[config.mk]
export PLATFORM = sky130hd
export DESIGN_NAME = clock_field_set_editor_core
export DESIGN_NICKNAME = d
export VERILOG_FILES = /design/src/sv/cfse_pkg.sv /design/src/sv/clock_field_set_editor_core.sv
export SDC_FILE = /design/constraint.sdc
export NUM_CORES = 1
export LEC_CHECK = 0
export ABC_CLOCK_PERIOD_IN_PS = 4830
export BUFFER_PORTS_ARGS = -buffer_cell sky130_fd_sc_hd__buf_2
export CELL_PAD_IN_SITES_DETAIL_PLACEMENT = 0
export CELL_PAD_IN_SITES_GLOBAL_PLACEMENT = 1
export CORE_MARGIN = 2
export CORE_UTILIZATION = 39
export CTS_CLUSTER_DIAMETER = 60
export DETAILED_ROUTE_END_ITERATION = 16
export PLACE_DENSITY = 0.76
export SLEW_MARGIN = 10
export SYNTH_ARGS = -nofsm -noshare
export SYNTH_HDL_FRONTEND = slang
export SYNTH_SLANG_ARGS = --single-unit
[constraint.sdc]
create_clock -name clk -period 4.83 [get_ports clk]
set_input_delay 0.483 -clock clk [delete_from_list [all_inputs] [get_ports clk]]
set_output_delay 0.483 -clock clk [all_outputs]
set_load 0.02 [all_outputs]
[src/sv/cfse_pkg.sv]
// ============================================================================
// Clock field set editor package
// Command codes, field indexes, field bounds, display places and the
// wrap-around step used by the clock field set editor.
// ============================================================================
`timescale 1ns / 1ps
`default_nettype none

package cfse_pkg;

    // Command codes carried on s_tuser.
    localparam logic [2:0] FUNC_LOAD   = 3'd0;
    localparam logic [2:0] FUNC_HOME   = 3'd1;
    localparam logic [2:0] FUNC_NEXT   = 3'd2;
    localparam logic [2:0] FUNC_PREV   = 3'd3;
    localparam logic [2:0] FUNC_INCR   = 3'd4;
    localparam logic [2:0] FUNC_DECR   = 3'd5;

    // Field indexes, in cursor order.
    localparam logic [2:0] FIELD_WEEKDAY = 3'd0;
    localparam logic [2:0] FIELD_MON     = 3'd1;
    localparam logic [2:0] FIELD_MDAY    = 3'd2;
    localparam logic [2:0] FIELD_YR      = 3'd3;
    localparam logic [2:0] FIELD_HOURS   = 3'd4;
    localparam logic [2:0] FIELD_MINUTES = 3'd5;
    localparam logic [2:0] FIELD_SECONDS = 3'd6;
    localparam logic [2:0] FIELD_PM      = 3'd7;

    // Stream widths.
    localparam int S_DATA_W = 40;
    localparam int S_USER_W = 3;
    localparam int M_DATA_W = 48;

    // The clock fields (weekday, month, date, year, hours, minutes, seconds, pm) at their stored widths.
    typedef struct packed {
        logic [2:0] weekday;
        logic [3:0] month;
        logic [4:0] date;
        logic [6:0] year;
        logic [3:0] hours;
        logic [5:0] minutes;
        logic [5:0] seconds;
        logic       pm;
    } clock_fields_t;

    // Lowest legal value of a field.
    function automatic logic [7:0] field_low(input logic [2:0] idx);
        logic [7:0] lo;
        unique case (idx)
            FIELD_WEEKDAY, FIELD_MON, FIELD_MDAY, FIELD_HOURS: lo = 8'd1;
            default:                                           lo = 8'd0;
        endcase
        return lo;
    endfunction

    // Highest legal value of a field.
    function automatic logic [7:0] field_high(input logic [2:0] idx);
        logic [7:0] hi;
        unique case (idx)
            FIELD_WEEKDAY: hi = 8'd7;
            FIELD_MON:     hi = 8'd12;
            FIELD_MDAY:    hi = 8'd31;
            FIELD_YR:      hi = 8'd99;
            FIELD_HOURS:   hi = 8'd12;
            FIELD_MINUTES: hi = 8'd59;
            FIELD_SECONDS: hi = 8'd59;
            default:       hi = 8'd1;
        endcase
        return hi;
    endfunction

    // Display column of a field; the row is the upper bit of the index.
    function automatic logic [3:0] field_column(input logic [2:0] idx);
        logic [3:0] col;
        unique case (idx)
            FIELD_WEEKDAY: col = 4'd0;
            FIELD_MON:     col = 4'd5;
            FIELD_MDAY:    col = 4'd8;
            FIELD_YR:      col = 4'd13;
            FIELD_HOURS:   col = 4'd1;
            FIELD_MINUTES: col = 4'd4;
            FIELD_SECONDS: col = 4'd7;
            default:       col = 4'd9;
        endcase
        return col;
    endfunction

    // Step a value by one in either direction, wrapping to the far bound
    // when the result leaves the legal range.
    function automatic logic [7:0] step_value(
        input logic [7:0] old,
        input logic [7:0] lo,
        input logic [7:0] hi,
        input logic       down
    );
        logic [7:0] up;
        logic [7:0] dn;
        logic [7:0] res;
        up = old + 8'd1;
        dn = old - 8'd1;
        if (down) begin
            // A value at or below the low bound would drop under it.
            if (old <= lo)
                res = hi;
            else if (dn > hi)
                res = lo;
            else
                res = dn;
        end else begin
            if (up < lo)
                res = hi;
            else if (up > hi)
                res = lo;
            else
                res = up;
        end
        return res;
    endfunction

endpackage

`default_nettype wire

[src/sv/clock_field_set_editor_core.sv]
// ============================================================================
// Clock field set editor core
// Holds the clock fields and a field cursor; each input beat loads the
// fields, moves the cursor, steps the selected field or, for an unused
// code, changes nothing, and each produces one result beat with all fields and the cursor's display place.
// ============================================================================
// Result: the result beat of an accepted input beat is registered and valid in the cycle after.
// Throughput: one beat per cycle; the single output register takes a new
// result whenever it is empty or being drained in the same cycle.
// Reset: fields go to Sunday, January 1, year 0, 12:00:00 AM, the cursor
// goes to the weekday field, and the output register is emptied.
`timescale 1ns / 1ps
`default_nettype none

module clock_field_set_editor_core (
    input  wire logic                          clk,
    input  wire logic                          rst_n,
    input  wire logic                          s_tvalid,
    output logic                               s_tready,
    // load_weekday, load_month, load_date, load_year, load_hours,
    // load_minutes, load_seconds, load_pm, zero fill (bit 0 up)
    input  wire logic [cfse_pkg::S_DATA_W-1:0] s_tdata,
    // func
    input  wire logic [cfse_pkg::S_USER_W-1:0] s_tuser,
    output logic                               m_tvalid,
    input  wire logic                          m_tready,
    // weekday, month, date, year, hours, minutes, seconds, pm,
    // cursor_field, cursor_row, cursor_column, zero fill (bit 0 up)
    output logic [cfse_pkg::M_DATA_W-1:0]      m_tdata
);

    cfse_pkg::clock_fields_t fields_reg;
    cfse_pkg::clock_fields_t fields_next;
    cfse_pkg::clock_fields_t load_fields;
    logic [2:0]              cursor_reg;
    logic [2:0]              cursor_next;
    logic                    out_valid_reg;
    logic [cfse_pkg::M_DATA_W-1:0] out_data_reg;
    logic [cfse_pkg::M_DATA_W-1:0] out_data_next;
    logic                    accept;
    logic [6:0]              sel_old;
    logic [7:0]              stepped;

    // The output register frees up when empty or drained this cycle.
    assign s_tready = !out_valid_reg || m_tready;
    assign accept   = s_tvalid && s_tready;

    // Unpack the load values from the input beat.
    assign load_fields.weekday = s_tdata[2:0];
    assign load_fields.month   = s_tdata[6:3];
    assign load_fields.date    = s_tdata[11:7];
    assign load_fields.year    = s_tdata[18:12];
    assign load_fields.hours   = s_tdata[22:19];
    assign load_fields.minutes = s_tdata[28:23];
    assign load_fields.seconds = s_tdata[34:29];
    assign load_fields.pm      = s_tdata[35];

    // Select the field under the cursor.
    always_comb
    begin
        unique case (cursor_reg)
            cfse_pkg::FIELD_WEEKDAY: sel_old = {4'd0, fields_reg.weekday};
            cfse_pkg::FIELD_MON:     sel_old = {3'd0, fields_reg.month};
            cfse_pkg::FIELD_MDAY:    sel_old = {2'd0, fields_reg.date};
            cfse_pkg::FIELD_YR:      sel_old = fields_reg.year;
            cfse_pkg::FIELD_HOURS:   sel_old = {3'd0, fields_reg.hours};
            cfse_pkg::FIELD_MINUTES: sel_old = {1'b0, fields_reg.minutes};
            cfse_pkg::FIELD_SECONDS: sel_old = {1'b0, fields_reg.seconds};
            default:                 sel_old = {6'd0, fields_reg.pm};
        endcase
    end

    // Wrap-around step of the selected field.
    assign stepped = cfse_pkg::step_value({1'b0, sel_old},
                                          cfse_pkg::field_low(cursor_reg),
                                          cfse_pkg::field_high(cursor_reg),
                                          s_tuser == cfse_pkg::FUNC_DECR);

    // Command decode.
    always_comb
    begin
        fields_next = fields_reg;
        cursor_next = cursor_reg;
        unique case (s_tuser)
            cfse_pkg::FUNC_LOAD: fields_next = load_fields;
            cfse_pkg::FUNC_HOME: cursor_next = cfse_pkg::FIELD_WEEKDAY;
            cfse_pkg::FUNC_NEXT: cursor_next = cursor_reg + 3'd1;
            cfse_pkg::FUNC_PREV: cursor_next = cursor_reg - 3'd1;
            cfse_pkg::FUNC_INCR, cfse_pkg::FUNC_DECR:
            begin
                unique case (cursor_reg)
                    cfse_pkg::FIELD_WEEKDAY: fields_next.weekday = stepped[2:0];
                    cfse_pkg::FIELD_MON:     fields_next.month   = stepped[3:0];
                    cfse_pkg::FIELD_MDAY:    fields_next.date    = stepped[4:0];
                    cfse_pkg::FIELD_YR:      fields_next.year    = stepped[6:0];
                    cfse_pkg::FIELD_HOURS:   fields_next.hours   = stepped[3:0];
                    cfse_pkg::FIELD_MINUTES: fields_next.minutes = stepped[5:0];
                    cfse_pkg::FIELD_SECONDS: fields_next.seconds = stepped[5:0];
                    default:                 fields_next.pm      = stepped[0];
                endcase
            end
            default:
            begin
                fields_next = fields_reg;
                cursor_next = cursor_reg;
            end
        endcase
    end

    // Pack the result beat from the updated state.
    assign out_data_next = {4'd0,
                            cfse_pkg::field_column(cursor_next),
                            cursor_next[2],
                            cursor_next,
                            fields_next.pm,
                            fields_next.seconds,
                            fields_next.minutes,
                            fields_next.hours,
                            fields_next.year,
                            fields_next.date,
                            fields_next.month,
                            fields_next.weekday};

    // Clock field and cursor state.
    always_ff @(posedge clk or negedge rst_n)
    begin
        if (!rst_n) begin
            fields_reg.weekday <= 3'd1;
            fields_reg.month   <= 4'd1;
            fields_reg.date    <= 5'd1;
            fields_reg.year    <= 7'd0;
            fields_reg.hours   <= 4'd12;
            fields_reg.minutes <= 6'd0;
            fields_reg.seconds <= 6'd0;
            fields_reg.pm      <= 1'b0;
            cursor_reg         <= cfse_pkg::FIELD_WEEKDAY;
        end else if (accept) begin
            fields_reg <= fields_next;
            cursor_reg <= cursor_next;
        end
    end

    // Output valid flag.
    always_ff @(posedge clk or negedge rst_n)
    begin
        if (!rst_n)
            out_valid_reg <= 1'b0;
        else if (accept)
            out_valid_reg <= 1'b1;
        else if (m_tready)
            out_valid_reg <= 1'b0;
    end

    // Output payload.
    always_ff @(posedge clk)
    begin
        if (accept)
            out_data_reg <= out_data_next;
    end

    assign m_tvalid = out_valid_reg;
    assign m_tdata  = out_data_reg;

    // An accepted beat always leaves a result waiting.
    a_accept_gives_result: assert property (@(posedge clk) disable iff (!rst_n)
        accept |=> m_tvalid)
        else $error("accepted beat produced no result");

    // Input stalls only behind a held result.
    a_stall_cause: assert property (@(posedge clk) disable iff (!rst_n)
        !s_tready |-> (m_tvalid && !m_tready))
        else $error("input stalled without a held result");

    // Next-field command advances the cursor by one with wrap.
    a_cursor_next: assert property (@(posedge clk) disable iff (!rst_n)
        (accept && s_tuser == cfse_pkg::FUNC_NEXT) |=>
            cursor_reg == $past(cursor_reg) + 3'd1)
        else $error("cursor did not advance");

    // The reported row and field index follow the cursor register.
    a_row_matches: assert property (@(posedge clk) disable iff (!rst_n)
        m_tvalid |-> (m_tdata[39] == m_tdata[38] && m_tdata[38:36] == cursor_reg))
        else $error("reported cursor disagrees with state");

    // Field steps never leave a stepped month outside its bounds.
    a_month_bounds: assert property (@(posedge clk) disable iff (!rst_n)
        (accept && cursor_reg == cfse_pkg::FIELD_MON &&
         (s_tuser == cfse_pkg::FUNC_INCR || s_tuser == cfse_pkg::FUNC_DECR)) |=>
            (fields_reg.month >= 4'd1 && fields_reg.month <= 4'd12))
        else $error("stepped month out of range");

endmodule

`default_nettype wire
# After elaboration in Yosys (flattened, before gate mapping)
# Cells that the tools add are included.
dict set report word_totals {
  ram_bits 0
  latchBits 0
  mem_count 0
  reg_bits 84
  inputBits 47
  wordCells 69
  romBits 0
  out_inout_bits 50
}
dict set report op_classes {
  shift 0
  reduce_logical 12
  order_cmp 4
  add_sub_neg 4
  mul 0
  n_mux 21
  bitwise_logic 0
  eq_ne 17
  div_mod_pow 0
}
# op n
set ops {}
lappend ops {{36-bit one-hot mux with 2 select lines} 1}
lappend ops {{7-bit one-hot mux with 7 select lines} 1}
lappend ops {{7-bit 2-to-1 mux} 6}
lappend ops {{7-bit one-hot mux with 5 select lines} 1}
lappend ops {{4-bit one-hot mux with 7 select lines} 1}
lappend ops {{3-bit == test (second input constant)} 8}
lappend ops {{3-bit by 2-bit == test with 1-bit output (second input constant)} 6}
lappend ops {{8-bit by 7-bit greater-than comparator with 1-bit output} 2}
lappend ops {{6-bit 2-to-1 mux} 2}
lappend ops {{3-bit by 1-bit == test with 1-bit output (second input constant)} 3}
lappend ops {{3-bit zero test} 3}
lappend ops {{3-bit one-hot mux with 3 select lines} 1}
lappend ops {{7-bit by 1-bit adder with 8-bit output (second input constant)} 1}
lappend ops {{7-bit by 8-bit <= comparator with 1-bit output} 1}
lappend ops {{8-bit by 1-bit less-than comparator with 1-bit output} 1}
lappend ops {{4-bit 2-to-1 mux} 2}
lappend ops {{7-bit by 1-bit subtractor with 8-bit output (second input constant)} 1}
lappend ops {{7-bit OR reduction} 1}
lappend ops {{2-bit OR reduction} 3}
lappend ops {{5-bit 2-to-1 mux} 1}
lappend ops {{1-bit 2-to-1 mux} 4}
lappend ops {{4-bit OR reduction} 1}
lappend ops {{3-bit by 1-bit adder with 3-bit output (second input constant)} 1}
lappend ops {{3-bit 2-to-1 mux} 1}
lappend ops {{5 further kinds} 5}

# Longest topological paths before layout
dict set report logic_depth {
  ltp_word 9
  ltp_mapped 23
  mapped_depth_nobuf 17
}

# Worst setup path after synthesis
# No wires, ideal clock.
dict set report synth_timing {
  kind {flip-flop to flip-flop}
  startpoint {register cursor_reg[2]}
  endpoint {register out_data_reg, in the netlist m_tdata[0] (data pin)}
  arrival_time_ns 4.345
  path_stages_with_launch 23
  synth_period_minus_slack_ns 4.605
  setup_time_ns 0.260
  required_time_ns 4.570
  setup_slack_ns 0.225
  n_path_buf 6
  path_cell_list {dfrtp_1 > buf_6 > buf_6 > clkbuf_1 > inv_1 > ha_1 > clkbuf_1 > nor4_1 > a221oi_1 > a21o_1 > buf_4 > inv_1 > ha_1 > nand3b_1 > xor2_1 > ha_1 > nor2b_1 > o31ai_1 > o41ai_1 > a22o_1 > a221oi_4 > buf_6 > o21ai_2}
}
# element line_no
set synth_lines {}
lappend synth_lines {{from (decl)} clock_field_set_editor_core.sv:35} ;# logic [2:0] cursor_reg;
lappend synth_lines {{from (signal assigned)} clock_field_set_editor_core.sv:136} ;# cursor_reg <= cfse_pkg::FIELD_WEEKDAY;
lappend synth_lines {{from (signal assigned)} clock_field_set_editor_core.sv:139} ;# cursor_reg <= cursor_next;
lappend synth_lines {{to (signal assigned)} clock_field_set_editor_core.sv:158} ;# out_data_reg <= out_data_next;
lappend synth_lines {{to (decl)} clock_field_set_editor_core.sv:38} ;# logic [cfse_pkg::M_DATA_W-1:0] out_data_reg;

==> results <==
- The average size of a mapped cell is 9.872 um^2.
- Across all setup checks in the final design, the least slack found is 0.2323 ns.
- For this run, the slowest stage of the critical path takes between 0.4 and 0.5 ns.
- The flip-flop count of the largest register after layout is between 40 and 50.
- At the placement stage, the worst setup path has a slack of ~0.11 ns.
- The fraction of the cycle the final worst path needs is 95.19%.
- After detailed routing, the number of remaining DRC violations is 0.
- Counting instances in the post-synthesis netlist gives the leading cell types as sky130_fd_sc_hd__a22oi_1 (65), sky130_fd_sc_hd__o21ai_0 (50), sky130_fd_sc_hd__edfxtp_1 (43), sky130_fd_sc_hd__nand2_1 (38), sky130_fd_sc_hd__dfrtp_1 (35).
- The site row count is between 40 and 50.
- The initial core utilization is approximately two fifths.
- The kind of cell adding the most delay to the critical path is compound AO/OA/AOI/OAI gates.
- The number of hold-slack violations in the final timing report is 0.
- The tree built by TritonCTS fans out to 83 sinks.
- Along the worst path, the maximum fanout reaches 16.
- The clock group share of total power is 14.9%.
- The cell area after layout is about 6300 um^2.
- The congestion estimate from routability-driven global placement came to 0.9390.
- STA classifies the critical path endpoint as a register.
- At the worst endpoint, the required time is a little under 5 ns.
- The top cell type by area accounts for about a quarter of the synthesized area.
- The repair_antennas step left the layout with diodes totalling 0.
- The TritonCTS clock tree is built.
- In this run the cell area of the synthesized design comes to ~5200 um^2.
- The fraction of registers with async set or reset after synthesis is 48.19%.
- In this run the power spent charging and discharging nets is roughly 0.0022 W.
- For this run, the number of Yosys warnings is 0.
- Setup repair after global routing left no endpoint under its margin.
- The slew at the pin closest to its max-slew limit is between 1 and 1.5 ns.
- The floorplan die width is between 100 and 150 um.
- The count of max-cap constraint violations is 0.
- The count of final setup violators is 0.
- The finished layout holds 804 standard cells, fillers aside.
- The routed wire length is 15520 um.
- During placement, the flow inserted port buffers numbering 88.
- The total number of vias is approximately 4800.
- Entering global routing, the biggest net connects 43 pins.
- The buffers plus inverters on the worst setup path is 2.
- The number of violations reported at the end of detailed-routing iteration 0 is around 540.
- Dividing the detail-routed wire length by the instance count gives ~19 um.
- After routing, the total negative slack on setup checks comes to 0 ns.
- The final core area utilization is about 48%.
- The total global-route track usage is between 20% and 30%.
- The number of register bits inferred by synthesis is 83.
- The analysis attributes to cell leakage a power of approximately 2.6 nW.
- The signed area change from the synthesized netlist to the final layout is 20.91%.
- The post-route clock skew is roughly 0.0062 ns.
- The largest voltage drop on the vdd net is around 0.0006 V.
- The estimated wirelength of the detail-placed design is approximately 11000 um.
- The post-layout minimum cycle time is 4.598 ns.
- The number of buffers inserted by hold repair at cts is 0.
- The number of max-slew violations in the final report is 0.
- The kind of path behind the tightest hold check is in -> async.
- sky130_fd_sc_hd__a22oi_1 is the most common cell in the netlist.
- The number of H-tree levels is 3.
- The top achievable clock speed is between 200 and 250 MHz.
- The synthesized design spends more area on one cell type than any other, namely sky130_fd_sc_hd__edfxtp_1.
- The leftover overflow at the end of global routing is 0.
- The number of enable-type register cells in the synthesized netlist is 43.
- Counting tap cells, the placed design contains a total of just under 800 instances.
- The final layout net count is ~690.
- The total clock buffers created by CTS is 9.
- The number of resized instances in the post-cts repair step is 0.
- The floorplan step defined a core boundary enclosing between 10000 and 15000 um^2.
- The run finished with clean final reports.
- The total internal power is between 0.002 and 0.003 W.
- The buffer levels on the longest clock path is 2.
- The number of top-level design ports is 97.
- For this run, the detailed router's first-pass iteration total came to 8.
- In this run the vertical extent of the chip is 119.6 um.
- Walking the worst path, the cells encountered are ha_1 -> ha_1 -> buf_4 -> a32o_1 -> a221o_1 -> nor2_1 -> and4_1 -> xnor2_1 -> ha_1 -> o21a_1 -> o22ai_1 -> a31oi_2 -> a21o_1 -> a211oi_1 -> a221oi_4 -> buf_12 -> o31ai_1.
- The number of global-route vias before repair is ~4600.
- The initial antenna violation count was 0.
- The first global-routing pass estimated roughly 25000 um of wire.
- Of the cells placed in the final design, the portion with a size suffix greater than 1 is between 20% and 30%.
- Of the total power, combinational logic draws 61.9%.
- By area the synthesized netlist is led by sky130_fd_sc_hd__edfxtp_1 (25%), sky130_fd_sc_hd__dfrtp_1 (17%), sky130_fd_sc_hd__a22oi_1 (9.4%).
- The clock-pin slew reported for the worst setup and hold paths after clock tree synthesis is roughly 0.060 ns.
- The switching fraction of total power is 45.11%.
- The worst max-slew margin expressed relative to the limit is around 30%.
- The full die area is between 10000 and 15000 um^2.
- The standard cell with the maximum stage delay on the critical path is sky130_fd_sc_hd__dfrtp_1.
- The cell that appears most often on the critical path is sky130_fd_sc_hd__ha_1.
- The sequential cell fraction of total power is a little under a quarter.
- The clock insertion delay at the later pin of the skew report is 0.33 ns.
- In this run the cell area measured after placement is ~6000 um^2.
- The count of different cell masters after synthesis is between 60 and 70.
- The number of nets with antenna violations after detailed routing is 0.
- The number of setup buffers added after CTS is 0.
- The sequential element share of the synthesized area is ~44%.
- The critical path arrival is between 4 and 5 ns.
- The startpoint type of the worst setup path is a register.
- The critical path is of the reg -> reg type.
- The average vias per placed instance is 5.915.
- Synthesis produced between 500 and 600 cells.
- The root buffer cell is sky130_fd_sc_hd__clkbuf_16.
- For this design the ratio of total power to cell area is about 760 nW/um^2.
- For this run, the leading register cell type out of synthesis is sky130_fd_sc_hd__edfxtp_1.
cell usage in the layout (no fill, tap or decap), drive strengths merged, types with 10 or more instances in the layout:
cell	instances
inv	16
nand2	38
a22oi	65
o21ai	72
xnor2	10
nor2	26
nand2b	12
buf	115
edfxtp	43
nand3	13
a21oi	24
clkbuf	13
dfrtp	35
ha	23
final timing paths:
kind                          startpoint  cells after the start              to  slack, ns
max in group asynchronous          rst_n                      1  fields_reg[20]       3.84
min reg2reg                fields_reg[7]                      2   fields_reg[7]       0.53
max                        cursor_reg[0]                     17     m_tdata[35]       0.23
max reg2reg                cursor_reg[0]                     17     m_tdata[35]       0.23
min in group clk                s_tvalid                      2        m_tvalid       0.35
min                                rst_n                      1  fields_reg[35]       0.34
layer usage:
metal / part of all wire (%) / wire length, um / up-vias / GRT usage [%]
li1: - / - / 2225 / -
met1: 44 / 6822 / 2330 / 29.87
met2: 49 / 7578 / 181 / 36.46
met3: 5.6 / 864 / 20 / 3.660
met4: 1.6 / 253 / 0 / 5.735
met5: 0 / 0 / - / 0
cell families after synthesis:
logic type | Yosys count | share of synthesized area (%)
AO/OA/AOI/OAI | 226 | 30.13
AND/OR/NAND/NOR | 123 | 11.43
flip-flops | 83 | 44.10
buffers and inverters | 50 | 4.633
adder cells (fa/ha/maj) | 23 | 5.521
XOR/XNOR | 12 | 2.016
multiplexers | 10 | 2.112
other | 1 | 0.07194
per-stage QoR:
step / power, W / hold slack [ns]
3_5_place_dp: 0.004020 / 0.5218
4_1_cts: 0.004735 / 0.3459
6_report: 0.004809 / 0.3394
5_1_grt: 0.005127 / 0.3766
2_1_floorplan: 0.002967 / 0.1874
3_3_place_gp: 0.003950 / 0.5103
power by group through the flow:
| stage | registers (W) | logic (W) | clock network (W) |
|---|---|---|---|
| after global routing | 0.00114 | 0.00323 | 0.000757 |
| after CTS | 0.00111 | 0.00290 | 0.000725 |
| after global placement | 0.00112 | 0.00283 | 0 |
| final | 0.00111 | 0.00298 | 0.000716 |
| after detailed placement | 0.00113 | 0.00289 | 0 |
| after floorplan | 0.00116 | 0.00181 | 0 |
layout make-up:
type / instances / area [um^2]
fillers: 1257 / 6835
multi-input cells: 398 / 2739
flip-flops and latches: 83 / 2298
repair buffers: 115 / 680.7
clock buffers: 13 / 240.2
well taps: 176 / 220.2
clock inverters: 3 / 63.81
inverters: 16 / 60.06
Power figures use the tool's default switching activity.
